[config.mk]
export PLATFORM = sky130hd
export DESIGN_NAME = ihq_ram
export DESIGN_NICKNAME = d
export VERILOG_FILES = /design/src/hw/rtl/ihq_ram.sv
export SDC_FILE = /design/constraint.sdc
export NUM_CORES = 2
export LEC_CHECK = 0
export ABC_AREA = 1
export BUFFER_PORTS_ARGS = -buffer_cell sky130_fd_sc_hd__buf_4
export CAP_MARGIN = 0
export CELL_PAD_IN_SITES_DETAIL_PLACEMENT = 0
export CELL_PAD_IN_SITES_GLOBAL_PLACEMENT = 1
export CORE_ASPECT_RATIO = 1.75
export CORE_MARGIN = 3
export CORE_UTILIZATION = 51
export CTS_CLUSTER_DIAMETER = 50
export CTS_CLUSTER_SIZE = 14
export DETAILED_ROUTE_END_ITERATION = 16
export GPL_TIMING_DRIVEN = 0
export PLACE_DENSITY_LB_ADDON = 0.1
export SLEW_MARGIN = 20
export SYNTH_ARGS = -nofsm -noshare
export SYNTH_HDL_FRONTEND = slang
export SYNTH_SLANG_ARGS = --single-unit
[constraint.sdc]
create_clock -name i_clk -period 5 [get_ports i_clk]
set_input_delay 1 -clock i_clk [delete_from_list [all_inputs] [get_ports i_clk]]
set_output_delay 1 -clock i_clk [all_outputs]
set_load 0.02 [all_outputs]
[src/hw/rtl/ihq_ram.sv]
`timescale 1ns / 1ps
// ----------------------------------------------------------------------------
// ihq_ram
// Simple dual-port RAM: one write port, one read port with registered data.
// ----------------------------------------------------------------------------
module ihq_ram #(
    parameter int DEPTH = 256,
    parameter int WIDTH = 8
) (
    input  logic                     i_clk,
    input  logic                     i_we,
    input  logic [$clog2(DEPTH)-1:0] i_waddr,
    input  logic [WIDTH-1:0]         i_wdata,
    input  logic [$clog2(DEPTH)-1:0] i_raddr,
    output logic [WIDTH-1:0]         o_rdata
);
    logic [WIDTH-1:0] mem [0:DEPTH-1];

    // write port
    always_ff @(posedge i_clk) begin
        if (i_we) begin
            mem[i_waddr] <= i_wdata;
        end
    end

    // registered read port
    always_ff @(posedge i_clk) begin
        o_rdata <= mem[i_raddr];
    end
endmodule

==> results by group <==
Timing
  • Hold_ws: 331.0 ps
  • Fin crit share: about four fifths
  • Final setup TNS: 0 ps
  • Hold Vio Cnt, Final: 0
  • Headroom to the max-slew limit: 12.61%
  • Worst slew pin tran: 1311 ps
  • Period minus WS final: roughly 4000 ps
  • Slew Limit Fails: 0
  • Final setup viols: 0
  • Setup ws final: 985.1 ps
  • Peak Freq: 249.1 MHz
  • Worst Skew: 26.14 ps
  • RSZ-0062 raised after global routing: no

Pwr
  • Peak supply drop: 0.0003305 V
  • Total power per unit cell area: 375.5 mW/mm²
  • LEAKAGE: approximately 32 nW

Routing
  • Iteration-0 DRC Markers: 8781
  • Routed Antenna Nets: 0
  • Final wirelength: around 380000 µm
  • Avg Vias per Cell: 6.433
  • Router iterations before antenna repair: 8
  • Drt wl/cell: 40.00 µm
  • DRC Markers: 0
  • Vias post-DR: ~61000

Yosys
  • Synthesized net count: 7029
  • Synth top area cells: edfxtp_1, nand3_1, nand2_1, buf_2, nor2_1
  • Post-synth EDFFs: 2048
  • Post-synth top area share: 73.74%
  • Area of the mapped netlist: ~0.083 mm²
  • Gate Count Post-Synth: 7003
  • Flops & latches, synth: 2056
  • Primary FF master, synth: edfxtp_1
  • Count leader, synth: nand2_1
  • Register area share after synthesis: 73.94%
  • Synthesis Warnings: 0
  • Asr flop ratio synth: 0%
  • Synth area leader: edfxtp_1
  • Distinct cell type count after synthesis: 14
  • Most frequent cells after synthesis: nand2_1, edfxtp_1, nand3_1
  • Syn Area/Cell: 11.91 µm²

GRT
  • GR Util met1: around 48%
  • Met2 usage: 71.75%
  • Remaining Overflow, GRT: 0
  • Vias in the first global route: 57280
  • Most Crowded Layer GR: met2
  • Initial antenna violation count: 26
  • Gr usage total: 44.63%
  • Met3 global-route usage: about a tenth
  • First-pass GRT wire length: approximately 500000 µm
  • Largest net degree at the start of global routing: 140

CTS
  • Clk root buf: clkbuf_16
  • Post-CTS Resized: 0
  • Clk sink count: 2056
  • Bufs on Longest Clock Path: 4
  • Cts bufs inserted: 177
  • Post-CTS Setup Bufs: 0
  • Post-CTS Hold Buffers: 0
  • Worst skew pair latency: 860 ps
  • CTS tree: done
  • H-tree depth: 4
  • CTS clk-pin slew, worst paths: 70 ps

Floorplanning
  • I/O pin count: 34
  • Total core area: approximately 0.16 mm²
  • Initial core utilization: between 50% and 60%
  • Horiz. Die Dim: 311.7 µm
  • Number of placement rows: 195
  • Die Height: roughly 540 µm
  • Die area: 0.1686 mm²

Critical path
  • Worst setup SP type: primary input
  • Crit path required time: 5750 ps
  • CP Max Fanout: 10
  • R2r setup slk: 2690 ps
  • R2R cell count: 10
  • Crit path kind: in -> reg
  • Worst EP arrival: 4760 ps
  • FF-to-FF End: o_rdata[4]$_DFF_P_
  • Reg2reg start: mem[157][4]$_DFFE_PP_
  • Setup crit end kind: flip-flop

Hold path
  • HP Start: i_wdata[7]
  • Hold EP: mem[197][7]$_DFFE_PP_
  • WHS Path Cells: 1
  • Hold/Removal Path Class: in -> reg

Placement
  • DP Wirelength: 271200 µm
  • # port buffers: 26
  • Dpl cell area: 0.08757 mm²
  • Pre-CTS setup slack: between 400 and 500 ps
  • GPL Wtd Cong: between 1 and 1.5

Cells and area
  • Finished Core Util: 57.04%
  • Final instance area: 0.09241 mm²
  • Area Growth Syn to Fin: 10.81%
  • # nets final: 7272
  • Fillers: 13680
  • Layout cells sized above 1: 9.808%

Run status
  • Status: finished, final reports clean

Job
  • Max Cap Viol: 0
-- area by class of cell --
class | count | area [µm²] | area share [%]
antenna | 19 | 47.55 | 0.05145
buffer | 483 | 2516 | 2.723
clock buffer | 213 | 4607 | 4.985
clock inverter | 20 | 160.2 | 0.1733
inverter | 39 | 148.9 | 0.1611
multi-input combinational | 4425 | 19330 | 20.92
sequential | 2056 | 61660 | 66.72
tap | 2167 | 2711 | 2.934
timing repair buffer | 64 | 1230 | 1.331
-- sequential cells by signal, summed over array words and instances, names as in the netlist --
| register | flops |
|---|---|
| mem | 2048 |
| o_rdata | 8 |
-- layout by cell type (no fill, tap or decap) --
cell type	synthesis	layout
nand2_1	2123	2123
edfxtp_1	2048	2048
nand3_1	2019	2019
buf_2	268	281
nor2_1	283	209
clkbuf_16	0	179
clkbuf_1	112	108
nor2_2	0	72
buf_4	46	64
clkbuf_2	0	38
inv_1	36	36
buf_16	0	31
buf_1	40	27
diode_2	0	19
buf_6	16	17
buf_8	1	11
dfxtp_1	8	8
clkinv_1	0	6
inv_6	0	5
buf_12	0	4
clkinv_2	0	3
inv_2	2	2
nor2_4	0	2
clkinvlp_4	0	2
clkinv_4	0	2
inv_4	1	1
bufinv_16	0	1
clkinv_8	0	1
-- critical path: stages --
cell	delay [ps]
buf_2	360
clkbuf_2	610
clkbuf_1	980
nand3_1	250
nand3_1	200
nand3_1	220
nand3_1	260
nand3_1	310
nand2_1	170
nand2_1	90
nand2_1	270
-- through the flow --
stage	std cells	power (mW)
floorplan	7003	20.56
global placement	9196	22.21
detailed placement	9234	22.28
CTS	9467	34.49
global route	9468	35.22
finish	9486	34.70
-- how the worst max path moves through the flow --
stage / from / end / cells past startpoint
2_1_floorplan: i_we / mem[162][0]$_DFFE_PP_ / 4
3_3_place_gp: i_raddr[2] / o_rdata[2]$_DFF_P_ / 11
3_5_place_dp: i_raddr[1] / o_rdata[3]$_DFF_P_ / 12
4_1_cts: i_raddr[1] / o_rdata[3]$_DFF_P_ / 12
5_1_grt: i_raddr[2] / o_rdata[5]$_DFF_P_ / 11
6_report: i_raddr[2] / o_rdata[3]$_DFF_P_ / 11
-- kinds of logic after synthesis --
| kind of cell | after synthesis | share of synthesized area (%) |
|---|---|---|
| buffers and inverters | 522 | 3.119 |
| and+or+nand+nor | 4425 | 22.95 |
| DFF | 2056 | 73.94 |
-- power by group --
group	total, mW	switching (mW)	internal (mW)	leakage (nW)
Combinational	3.06	2.46	0.597	11.4
Clock	12.6	6.14	6.50	2.32
Sequential	19.0	0.0124	19.0	18.5
-- layer usage --
layer	part of all wire [%]	vias to the layer above
met2	47	4369
met5	0.013	-
li1	-	25280
met3	9.5	1539
met1	31	29830
met4	13	8
(Power assumes the default switching activity.)
